[src/rtl/core/psba_pkg.sv]
// shared constants, codes and control types for the page slot bitmap allocator
`timescale 1ns / 1ps
`default_nettype none
package psba_pkg;

   localparam int SLOTS     = 256;
   localparam int WORD_BITS = 32;
   localparam int WORDS     = SLOTS / WORD_BITS;
   localparam int WORD_W    = $clog2(WORDS);
   localparam int LANE_W    = $clog2(WORD_BITS);
   localparam int SLOT_W    = $clog2(SLOTS);

   localparam int KIND_W   = 3;
   localparam int RSLOT_W  = 8;
   localparam int CAP_W    = 9;
   localparam int COUNT_W  = 9;
   localparam int STATUS_W = 3;

   localparam logic [CAP_W-1:0] CAP_RESET = CAP_W'(256);

   localparam logic [KIND_W-1:0] KIND_CLEAR   = 3'd0;
   localparam logic [KIND_W-1:0] KIND_INSERT  = 3'd1;
   localparam logic [KIND_W-1:0] KIND_RECOVER = 3'd2;
   localparam logic [KIND_W-1:0] KIND_DELETE  = 3'd3;
   localparam logic [KIND_W-1:0] KIND_LOOKUP  = 3'd4;
   localparam logic [KIND_W-1:0] KIND_NEXT    = 3'd5;

   localparam logic [STATUS_W-1:0] STS_OK      = 3'd0;
   localparam logic [STATUS_W-1:0] STS_NOSPACE = 3'd1;
   localparam logic [STATUS_W-1:0] STS_INVARG  = 3'd2;
   localparam logic [STATUS_W-1:0] STS_INVSLOT = 3'd3;
   localparam logic [STATUS_W-1:0] STS_ABSENT  = 3'd4;
   localparam logic [STATUS_W-1:0] STS_END     = 3'd5;

   typedef struct packed {
      logic load;
      logic advance;
      logic commit;
   } psba_cmd_type;

   typedef struct packed {
      logic done;
   } psba_status_type;

endpackage
`default_nettype wire

[src/rtl/core/psba_datapath.sv]
// bitmap words, record count, capacity register, word scanner and result register
`timescale 1ns / 1ps
`default_nettype none
module psba_datapath (
   input  wire logic                           clock,
   input  wire logic                           reset,
   input  wire logic                           csr_wr_en,
   input  wire logic [psba_pkg::CAP_W-1:0]     csr_wr_data,
   input  wire logic [psba_pkg::KIND_W-1:0]    req_kind,
   input  wire logic [psba_pkg::RSLOT_W-1:0]   req_slot,
   input  wire psba_pkg::psba_cmd_type         cmd,
   output psba_pkg::psba_status_type           sts,
   output logic      [psba_pkg::STATUS_W-1:0]  rsp_status,
   output logic      [psba_pkg::RSLOT_W-1:0]   rsp_result_slot,
   output logic      [psba_pkg::COUNT_W-1:0]   rsp_occupied_count,
   output logic                                rsp_page_full,
   output logic                                rsp_page_emptied
);
   import psba_pkg::*;

   logic [WORD_BITS-1:0]  bitmap_ff [WORDS];
   logic [COUNT_W-1:0]    count_ff;
   logic [CAP_W-1:0]      capacity_ff;
   logic [KIND_W-1:0]     kind_ff;
   logic [RSLOT_W-1:0]    slot_ff;
   logic [WORD_W-1:0]     word_idx_ff;

   logic [WORD_W-1:0]     word_idx_in;
   logic [CAP_W-1:0]      cap_eff;
   logic [WORD_BITS-1:0]  cur_word;
   logic [WORD_BITS-1:0]  cap_mask;
   logic [WORD_BITS-1:0]  start_mask;
   logic [WORD_BITS-1:0]  cand;
   logic                  hit;
   logic [LANE_W-1:0]     hit_lane;
   logic [SLOT_W-1:0]     found_slot;
   logic [LANE_W-1:0]     slot_lane;
   logic                  last_word;
   logic                  in_range;
   logic                  bit_set;
   logic                  full;

   logic                  done;
   logic [STATUS_W-1:0]   status_in;
   logic [RSLOT_W-1:0]    rslot_in;
   logic [COUNT_W-1:0]    count_in;
   logic                  emptied_in;
   logic                  full_in;
   logic                  clear_all;
   logic                  word_wr_en;
   logic [WORD_BITS-1:0]  word_wr_data;

   assign cap_eff    = (capacity_ff > CAP_W'(SLOTS)) ? CAP_W'(SLOTS) : capacity_ff;
   assign cur_word   = bitmap_ff[word_idx_ff];
   assign last_word  = (word_idx_ff == WORD_W'(WORDS - 1));
   assign slot_lane  = slot_ff[LANE_W-1:0];
   assign in_range   = ({1'b0, slot_ff} < cap_eff);
   assign bit_set    = cur_word[slot_lane];
   assign full       = (count_ff >= cap_eff);
   assign found_slot = {word_idx_ff, hit_lane};

   always_comb begin
      for (int b = 0; b < WORD_BITS; b++) begin
         cap_mask[b]   = ({1'b0, word_idx_ff, LANE_W'(b)} < cap_eff);
         start_mask[b] = ({word_idx_ff, LANE_W'(b)} >= SLOT_W'(slot_ff));
      end
      if (kind_ff == KIND_INSERT) begin
         cand = ~cur_word & cap_mask;
      end else begin
         cand = cur_word & cap_mask & start_mask;
      end
      hit      = 1'b0;
      hit_lane = '0;
      for (int b = WORD_BITS - 1; b >= 0; b--) begin
         if (cand[b]) begin
            hit      = 1'b1;
            hit_lane = LANE_W'(b);
         end
      end
   end

   always_comb begin
      done         = 1'b1;
      status_in    = STS_OK;
      rslot_in     = slot_ff;
      count_in     = count_ff;
      emptied_in   = 1'b0;
      clear_all    = 1'b0;
      word_wr_en   = 1'b0;
      word_wr_data = cur_word;
      unique case (kind_ff)
         KIND_CLEAR: begin
            clear_all = 1'b1;
            count_in  = '0;
         end
         KIND_INSERT: begin
            if (full) begin
               status_in = STS_NOSPACE;
            end else if (hit) begin
               word_wr_en             = 1'b1;
               word_wr_data[hit_lane] = 1'b1;
               count_in               = count_ff + COUNT_W'(1);
               rslot_in               = found_slot[RSLOT_W-1:0];
            end else begin
               status_in = STS_NOSPACE;
               done      = last_word;
            end
         end
         KIND_RECOVER: begin
            if (full || !in_range) begin
               status_in = STS_NOSPACE;
            end else begin
               word_wr_en              = 1'b1;
               word_wr_data[slot_lane] = 1'b1;
               count_in                = count_ff + COUNT_W'(1);
            end
         end
         KIND_DELETE: begin
            if (!in_range) begin
               status_in = STS_INVARG;
            end else if (bit_set) begin
               word_wr_en              = 1'b1;
               word_wr_data[slot_lane] = 1'b0;
               count_in   = (count_ff != '0) ? count_ff - COUNT_W'(1) : count_ff;
               emptied_in = (count_in == '0);
            end else begin
               status_in = STS_ABSENT;
            end
         end
         KIND_LOOKUP: begin
            if (!in_range) begin
               status_in = STS_INVSLOT;
            end else if (!bit_set) begin
               status_in = STS_ABSENT;
            end
         end
         KIND_NEXT: begin
            if (hit) begin
               rslot_in = found_slot[RSLOT_W-1:0];
            end else begin
               status_in = STS_END;
               done      = last_word;
            end
         end
         default: begin
            status_in = STS_INVARG;
         end
      endcase
      full_in = (count_in >= cap_eff);
   end

   assign sts.done = done;

   always_comb begin
      if (cmd.load) begin
         word_idx_in = (req_kind == KIND_INSERT) ? '0 : req_slot[LANE_W +: WORD_W];
      end else if (cmd.advance) begin
         word_idx_in = word_idx_ff + WORD_W'(1);
      end else begin
         word_idx_in = word_idx_ff;
      end
   end

   always_ff @(posedge clock) begin
      if (reset) begin
         for (int w = 0; w < WORDS; w++) begin
            bitmap_ff[w] <= '0;
         end
         count_ff    <= '0;
         capacity_ff <= CAP_RESET;
         word_idx_ff <= '0;
      end else begin
         word_idx_ff <= word_idx_in;
         if (csr_wr_en) begin
            capacity_ff <= csr_wr_data;
         end
         if (cmd.commit) begin
            count_ff <= count_in;
            if (clear_all) begin
               for (int w = 0; w < WORDS; w++) begin
                  bitmap_ff[w] <= '0;
               end
            end else if (word_wr_en) begin
               bitmap_ff[word_idx_ff] <= word_wr_data;
            end
         end
      end
   end

   always_ff @(posedge clock) begin
      if (cmd.load) begin
         kind_ff <= req_kind;
         slot_ff <= req_slot;
      end
      if (cmd.commit) begin
         rsp_status         <= status_in;
         rsp_result_slot    <= rslot_in;
         rsp_occupied_count <= count_in;
         rsp_page_full      <= full_in;
         rsp_page_emptied   <= emptied_in;
      end
   end

   a_count_bounded: assert property (@(posedge clock) disable iff (reset)
      count_ff <= COUNT_W'(SLOTS))
      else $error("record count above slot total");

   a_no_advance_past_end: assert property (@(posedge clock) disable iff (reset)
      cmd.advance |-> !last_word)
      else $error("scan advanced past last word");

   a_clear_zeroes_count: assert property (@(posedge clock) disable iff (reset)
      (cmd.commit && kind_ff == KIND_CLEAR) |=> (count_ff == '0))
      else $error("clear left a nonzero count");

endmodule
`default_nettype wire

[src/rtl/core/psba_ctrl.sv]
// controller state machine sequencing item load, word scan and result hand-off
`timescale 1ns / 1ps
`default_nettype none
module psba_ctrl (
   input  wire logic                       clock,
   input  wire logic                       reset,
   input  wire logic                       req_valid,
   output logic                            req_ready,
   output logic                            rsp_valid,
   input  wire logic                       rsp_ready,
   input  wire psba_pkg::psba_status_type  sts,
   output psba_pkg::psba_cmd_type          cmd
);
   import psba_pkg::*;

   localparam logic ST_IDLE = 1'b0;
   localparam logic ST_EXEC = 1'b1;

   logic state_ff;
   logic state_in;
   logic rsp_valid_ff;
   logic rsp_valid_in;
   logic out_free;

   assign req_ready   = (state_ff == ST_IDLE);
   assign out_free    = !rsp_valid_ff || rsp_ready;
   assign cmd.load    = req_valid && req_ready;
   assign cmd.commit  = (state_ff == ST_EXEC) && sts.done && out_free;
   assign cmd.advance = (state_ff == ST_EXEC) && !sts.done;
   assign rsp_valid   = rsp_valid_ff;

   always_comb begin
      state_in = state_ff;
      unique case (state_ff)
         ST_IDLE: begin
            if (cmd.load) begin
               state_in = ST_EXEC;
            end
         end
         ST_EXEC: begin
            if (cmd.commit) begin
               state_in = ST_IDLE;
            end
         end
         default: begin
            state_in = ST_IDLE;
         end
      endcase
   end

   always_comb begin
      if (cmd.commit) begin
         rsp_valid_in = 1'b1;
      end else if (rsp_ready) begin
         rsp_valid_in = 1'b0;
      end else begin
         rsp_valid_in = rsp_valid_ff;
      end
   end

   always_ff @(posedge clock) begin
      if (reset) begin
         state_ff     <= ST_IDLE;
         rsp_valid_ff <= 1'b0;
      end else begin
         state_ff     <= state_in;
         rsp_valid_ff <= rsp_valid_in;
      end
   end

   a_no_result_overwrite: assert property (@(posedge clock) disable iff (reset)
      cmd.commit |-> (!rsp_valid_ff || rsp_ready))
      else $error("result register overwritten before taken");

   a_load_enters_exec: assert property (@(posedge clock) disable iff (reset)
      cmd.load |=> (state_ff == ST_EXEC))
      else $error("accepted item did not start execution");

   a_valid_from_commit: assert property (@(posedge clock) disable iff (reset)
      $rose(rsp_valid_ff) |-> $past(cmd.commit))
      else $error("result valid without a commit");

endmodule
`default_nettype wire

[src/rtl/core/page_slot_bitmap_allocator_unit.sv]
// top level of the page slot bitmap allocator: one item in flight, one result per item
// lookup, delete, recover insert and clear are loaded, then committed from EXEC once the result register is free
// insert and next-occupied scan one 32-bit bitmap word per cycle
// a new item is taken only once the last one is committed, the cycle after its result is loaded
// the result register lets the next item start while a result waits on rsp_ready
// reset (synchronous, active high) frees all slots, zeroes the count, capacity to 256
`timescale 1ns / 1ps
`default_nettype none
module page_slot_bitmap_allocator_unit (
   input  wire logic                           clock,
   input  wire logic                           reset,
   input  wire logic                           csr_wr_en,
   input  wire logic [psba_pkg::CAP_W-1:0]     csr_wr_data,
   input  wire logic                           req_valid,
   output logic                                req_ready,
   input  wire logic [psba_pkg::KIND_W-1:0]    req_kind,
   input  wire logic [psba_pkg::RSLOT_W-1:0]   req_slot,
   output logic                                rsp_valid,
   input  wire logic                           rsp_ready,
   output logic      [psba_pkg::STATUS_W-1:0]  rsp_status,
   output logic      [psba_pkg::RSLOT_W-1:0]   rsp_result_slot,
   output logic      [psba_pkg::COUNT_W-1:0]   rsp_occupied_count,
   output logic                                rsp_page_full,
   output logic                                rsp_page_emptied
);
   import psba_pkg::*;

   psba_cmd_type    cmd;
   psba_status_type sts;

   psba_ctrl u_ctrl (
      .clock     (clock),
      .reset     (reset),
      .req_valid (req_valid),
      .req_ready (req_ready),
      .rsp_valid (rsp_valid),
      .rsp_ready (rsp_ready),
      .sts       (sts),
      .cmd       (cmd)
   );

   psba_datapath u_datapath (
      .clock              (clock),
      .reset              (reset),
      .csr_wr_en          (csr_wr_en),
      .csr_wr_data        (csr_wr_data),
      .req_kind           (req_kind),
      .req_slot           (req_slot),
      .cmd                (cmd),
      .sts                (sts),
      .rsp_status         (rsp_status),
      .rsp_result_slot    (rsp_result_slot),
      .rsp_occupied_count (rsp_occupied_count),
      .rsp_page_full      (rsp_page_full),
      .rsp_page_emptied   (rsp_page_emptied)
   );

endmodule
`default_nettype wire

[config.mk]
export PLATFORM = sky130hd
export DESIGN_NAME = page_slot_bitmap_allocator_unit
export DESIGN_NICKNAME = d
export VERILOG_FILES = /design/src/rtl/core/psba_pkg.sv /design/src/rtl/core/psba_datapath.sv /design/src/rtl/core/psba_ctrl.sv /design/src/rtl/core/page_slot_bitmap_allocator_unit.sv
export SDC_FILE = /design/constraint.sdc
export NUM_CORES = 1
export LEC_CHECK = 0
export BUFFER_PORTS_ARGS = -buffer_cell sky130_fd_sc_hd__buf_2
export CORE_MARGIN = 2
export CORE_UTILIZATION = 35
export CTS_CLUSTER_SIZE = 20
export DETAILED_ROUTE_END_ITERATION = 12
export HOLD_SLACK_MARGIN = 0.1
export MAX_ROUTING_LAYER = met4
export SYNTH_ARGS = -nofsm -noshare
export SYNTH_HDL_FRONTEND = slang
export SYNTH_SLANG_ARGS = --single-unit
export TNS_END_PERCENT = 5
[constraint.sdc]
create_clock -name clock -period 9.4 [get_ports clock]
set_input_delay 0.94 -clock clock [delete_from_list [all_inputs] [get_ports clock]]
set_output_delay 0.94 -clock clock [all_outputs]
set_load 0.05 [all_outputs]
Word-level counts from Yosys, hierarchy flattened:

Memory sizes are Yosys's and may differ from the RTL's. A register that Yosys moved wholly into a read port is not among the register bits.
Cells that the tools add are included.

* output and inout bits: 24
* flip-flop bits (word level): 56
* latch bits: 0
* memories kept: 1
* bits in read-only memories: 0
* bits in writable memories: 256

* divide/modulo/power cells: 0
* add/subtract/negate cells: 3
* equality and inequality tests: 7
* multiplexer cells: 138
* reduce and logical (&&, ||, !) cells: 18
* order comparisons: 72
* shift operators: 0
* multipliers: 0
* bitwise gates (word level): 17

Memories
* u_datapath.bitmap_ff: depth 8, width 32, read ports 1, clocked after memory_dff 1, write ports 8, RTL line psba_datapath.sv:21 `logic [WORD_BITS-1:0] bitmap_ff [WORDS];`

Operators with widths (number)
* 32-bit 2-to-1 mux: 15
* 8-bit by 9-bit less-than comparator with 1-bit output: 33
* 8-bit >= comparator: 32
* 5-bit 2-to-1 mux: 32
* 32-bit AND: 4
* 32-bit case mux with 3 select lines: 1
* 32-bit NOT: 2
* 32-bit bitwise OR: 2
* 9-bit 2-to-1 mux: 7
* 1-bit 2-to-1 mux: 61
* 9-bit case mux with 4 select lines: 1
* 3-bit 2-to-1 mux: 11
* 32-bit OR reduction: 1
* 9-bit >= comparator: 2
* 3-bit case mux with 6 select lines: 1
* 8-bit 2-to-1 mux: 2
* 8-bit case mux with 2 select lines: 1
* 5-bit by 6-bit less-than comparator with 1-bit output (second input constant): 2
* 1-bit demux with 5-bit select: 2
* 5-bit by 1-bit >= comparator with 1-bit output (second input constant): 2
* 9-bit by 1-bit adder with 9-bit output (second input constant): 1
* 3-bit == test (second input constant): 3
* 9-bit > comparator (second input constant): 1
* 9-bit zero test: 1
* other kinds (16): 35

Depth between registers and ports, before layout:

* depth in word-level cells: 48
* gate-level depth with buffers: 30

Cells and area by module:

Synthesis repeated with hierarchy kept, for this count alone.

* cell total of the unflattened synthesis: 1654
* area total of the unflattened synthesis: 18023.5 um^2

By module, submodules not included
* psba_datapath: area each 17918.4 um^2, instances 1, cells an instance 1642
* psba_ctrl: area each 105.1 um^2, instances 1, cells an instance 12

Worst setup path after synthesis:

No wires, ideal clock.

* path type: reg2reg
* from: register u_datapath.capacity_ff[8]
* to: register u_datapath.rsp_page_full, data pin
* stages on the path, launching flop included: 30
* data required time: 9143 ps
* arrival: 5584 ps
* setup slack: 3559 ps
* library setup time: 257 ps
* buffers on the path: 5
* cell sequence: dfxtp_1 -> clkbuf_1 -> inv_1 -> clkbuf_1 -> nand2_1 -> ha_1 -> a211oi_1 -> nor3_1 -> clkbuf_1 -> clkbuf_1 -> a221oi_1 -> nor4_1 -> nor3b_2 -> nand4_4 -> a21o_1 -> clkbuf_1 -> a211oi_1 -> a21o_1 -> ha_1 -> nand2b_1 -> a21o_1 -> a21o_1 -> a21oi_1 -> nor2b_1 -> o21ai_0 -> nand2b_1 -> a21oi_1 -> nor2b_1 -> o21ai_0 -> nand2b_1

* cells in the longest elaborated chain, start to end: 42

Ends and longest elaborated chain
* from (decl): RTL line psba_datapath.sv:23 `logic [CAP_W-1:0] capacity_ff;`
* from (signal assigned): RTL line psba_datapath.sv:175 `capacity_ff <= csr_wr_data;`
* 9-bit > comparator: RTL line psba_datapath.sv:53 `assign cap_eff = (capacity_ff > CAP_W'(SLOTS)) ? CAP_W'(SLOTS) : capacity_ff;`
* 9-bit 2-to-1 mux (*): RTL line psba_datapath.sv:53
* 8-bit by 9-bit less-than comparator with 1-bit output: RTL line psba_datapath.sv:64 `cap_mask[b] = ({1'b0, word_idx_ff, LANE_W'(b)} < cap_eff);`
* 32-bit AND (2 in a row): RTL line psba_datapath.sv:70 `cand = cur_word & cap_mask & start_mask;`
* 32-bit 2-to-1 mux: RTL line psba_datapath.sv:67 `if (kind_ff == KIND_INSERT) begin`
* 1-bit 2-to-1 mux (32 in a row): RTL line psba_datapath.sv:75 `if (cand[b]) begin`
* 9-bit 2-to-1 mux: RTL line psba_datapath.sv:99 `end else if (hit) begin`
* 9-bit 2-to-1 mux: RTL line psba_datapath.sv:97 `if (full) begin`
* 9-bit case mux with 4 select lines: RTL line psba_datapath.sv:91 `unique case (kind_ff)`
* 9-bit >= comparator (*): RTL line psba_datapath.sv:149 `full_in = (count_in >= cap_eff);`
* named net u_datapath.full_in: RTL line psba_datapath.sv:48 `logic full_in;`
* to (signal assigned): RTL line psba_datapath.sv:199 `rsp_page_full <= full_in;`
* to (decl): RTL line psba_datapath.sv:16 `output logic rsp_page_full,`

Mark *: on every way through the listed nets, which the timed path passes. The rest lies on a longest branch.
A chain may end at the register's enable or synchronous reset.

==> metrics.cfg <==
[die]
chipWidth_microns=230.0
design.core.area_sq_um=50270
ioPinCount=49
row_count=82
initial_core_util=0.3554
die-area_sq_um=52880
die_h_microns=230.0

[power_and_ir_drop]
clock_power_share=0.368
ir_drop_v=0.0001211
cellPowerDensity_nw_per_um2=194.2
p_sw_frac=0.3123
power_leakage_uw=0.006767
power.switching_uw=1206
p_int_uw=2656
comb_power_share=0.207
seq_power_share=0.425

[sta]
max_slew_margin=0.1330
tns_ns=0
fin_skew_ns=0.03258
finalSetupViolations=0
rsz0062_at_grt=no
finalWorstSetupSlack_ns=2.110
hold_violations=0
period_share=0.7755
fin_crit_ns=7.290
fin_hold_ws_ns=0.5073
worst_slew_pin_slew_ns=1.290
fmax_mhz=137.2
slew_violations=0

[clock_tree]
cts-root-buf=clkbuf_16
numCtsBuffers=36
cts-hold-fix-buffers=0
htreeDepth=2
clock_path_buffers=3
numClockSinks=315
postCtsSetupBuffers=0
cts_resized=0
clkTransAtPathRegs_ns=0.06
cts_tree=done
clk_latency_ns=0.58

[worst_setup_path]
cp_slowest_cell=o311ai_4
ff2ff_setup_slack_ns=2.11
r2r_start=u_datapath.capacity_ff[8]$_SDFFE_PP1P_
critPathLaunchType=register
critical_path_class=register to register
critPathTopFamily=simple AND/OR/NAND/NOR gates
timing.rr.end=u_datapath.bitmap_ff[5][11]$_SDFFCE_PN0P_
critPathMaxFanout=32
endpoint_kind=register
slowest_delay_ns=0.80
reg2regPathDepth=14
cp_common_cell=inv_1
critical_path_buf_inv_count=3
crit_required_ns=9.44
arrival_ns=7.33
crit_chain=inv_1 > nand2_1 > inv_1 > ha_1 > nand4b_1 > nor2_1 > a221oi_1 > nor4_1 > nor3b_2 > nand4_4 > o311ai_4 > inv_4 > a31oi_2 > nand2_2

[synthesis]
ys_seq_area_frac=0.5148
synthCells=1623
synth_seq_cells=315
synth-edff-count=289
yosys_warnings=0
synth.avg_cell_area_sq_um=11.01
synth_cell_types=90
synth_fp_nets=1685
synth_flop_cell=edfxtp_1
async_flop_share=0
synth_area_sq_um=17870

[route]
route.top_layer_used=met4
routed_via_density=6.014
wirelength_mm=56.81
met2_length_mm=26.27
num_vias=13990
antenna_left=0
wl_met3_mm=4.799
met1_length_mm=24.00
drc=0
wl_per_cell_microns=24.42
drt_iter0_markers=1874
dr.pass1.iters=8

[layout]
n_antenna_cell=0
post-route-util=0.3955
fin_area_sq_um=19880
nNetsFinal=1688
area_growth_syn_to_layout_pct=11.28
layout_common_cells=338 x nor2_1, 289 x edfxtp_1, 87 x nand2_1
drive_above_1_share=0.1584
final_common_cell=nor2_1

[placed_design]
pre_cts_slack_ns=2.242
place_hpwl_mm=38.56
io_buffers=48
placed_area_sq_um=18710
gp_congestion=1.001

[global_route]
antenna_found_initial=0
grt_pass1_wl_mm=85.74
grt_start_max_net_pins=49
grt_use_total=0.2201
grt_pass1_vias=13440
grt_overflow=0

[hold_path]
hold_depth=2
min_to=u_datapath.capacity_ff[7]$_SDFFE_PP0P_
hold_class=register to register
hold_start=u_datapath.capacity_ff[7]$_SDFFE_PP0P_

[outcome]
outcome=complete, no violations

[flow_run]
max_cap_violations=0

==> per-stage QoR <==
stage	power, uW	std cells
2_1_floorplan	2189	1623
3_3_place_gp	2444	2260
3_5_place_dp	2449	2260
4_1_cts	3862	2326
5_1_grt	3986	2326
6_report	3862	2326
==> kinds of logic after synthesis <==
kind of cell,share of synthesized area
buf+inv,0.03690
xor+xnor,0.001471
simple gates,0.1634
mux,0.1115
fa+ha+maj,0.02591
compound gates,0.1459
flops,0.5148
==> tightest hold or removal path, delay by kind of cell, from the launching register on <==
kind | cells | cell delay [ns]
muxes | 1 | 0.07
and+or+nand+nor | 1 | 0.07
DFF | 1 | 0.33
==> registers in the layout, summed over array words and instances, names as in the netlist, named ones only <==
name and flops:
u_datapath.bitmap_ff 256, u_datapath.capacity_ff 9, u_datapath.count_ff 9, u_datapath.rsp_occupied_count 9, u_datapath.rsp_result_slot 8, u_datapath.slot_ff 8
u_datapath.kind_ff 3, u_datapath.rsp_status 3, u_datapath.word_idx_ff 3, u_ctrl.rsp_valid 1, u_ctrl.state_ff 1, u_datapath.rsp_page_emptied 1
u_datapath.rsp_page_full 1
==> final cells by class <==
cell class	instances	area [sq um]
clock inverter	17	217.7
tap	672	840.8
inverter	35	133.9
fill	4907	30390
timing repair buffer	75	455.4
sequential	315	9205
clock buffer	49	959.7
multi-input combinational	1163	8071
==> layer usage <==
metal,track usage,vias up
met3,0.03720,127
met1,0.2951,6937
li1,-,6177
met4,0.06895,0
met5,-,-
met2,0.3414,748
==> synthesized netlist by cell type (14+ instances only) <==
| cell type | n | share of area |
|---|---|---|
| nand3_1 | 34 | 0.0095 |
| dfxtp_1 | 26 | 0.029 |
| a21oi_1 | 78 | 0.022 |
| nor2b_1 | 16 | 0.0056 |
| o31ai_1 | 30 | 0.013 |
| nand2b_1 | 16 | 0.0056 |
| a211oi_1 | 15 | 0.0063 |
| inv_1 | 32 | 0.0067 |
| nor3_1 | 38 | 0.011 |
| o21ai_0 | 65 | 0.018 |
| a21o_1 | 20 | 0.0084 |
| buf_2 | 36 | 0.010 |
| nor2_1 | 338 | 0.071 |
| edfxtp_1 | 289 | 0.49 |
| mux2_2 | 25 | 0.016 |
| mux4_2 | 61 | 0.077 |
| clkbuf_1 | 55 | 0.012 |
| o211ai_1 | 14 | 0.0059 |
| nand2_1 | 95 | 0.020 |
| a221oi_1 | 14 | 0.0069 |
| mux2i_1 | 31 | 0.017 |
| o22ai_1 | 20 | 0.0070 |
| ha_1 | 37 | 0.026 |
| a31oi_1 | 15 | 0.0053 |
==> how the worst max path moves through the flow <==
stage,from,cells past startpoint,to
global route,u_datapath.capacity_ff[8]$_SDFFE_PP1P_,14,u_datapath.bitmap_ff[1][6]$_SDFFCE_PN0P_
finish,u_datapath.capacity_ff[8]$_SDFFE_PP1P_,14,u_datapath.bitmap_ff[5][11]$_SDFFCE_PN0P_
global placement,u_datapath.capacity_ff[8]$_SDFFE_PP1P_,15,u_datapath.bitmap_ff[1][12]$_SDFFCE_PN0P_
detailed placement,u_datapath.capacity_ff[8]$_SDFFE_PP1P_,14,u_datapath.bitmap_ff[1][12]$_SDFFCE_PN0P_
floorplan,u_datapath.capacity_ff[8]$_SDFFE_PP1P_,29,u_datapath.rsp_page_full$_DFFE_PN_
CTS,u_datapath.capacity_ff[8]$_SDFFE_PP1P_,14,u_datapath.bitmap_ff[3][6]$_SDFFCE_PN0P_
==> power by group through the flow <==
stage	clock (uW)	sequential, uW	combinational (uW)
after floorplan	0	1660	528
after global routing	1490	1650	848
after global placement	0	1670	776
final	1420	1640	800
after detailed placement	0	1670	778
after CTS	1440	1640	782
No activity file was read; power rests on OpenSTA's default activity.
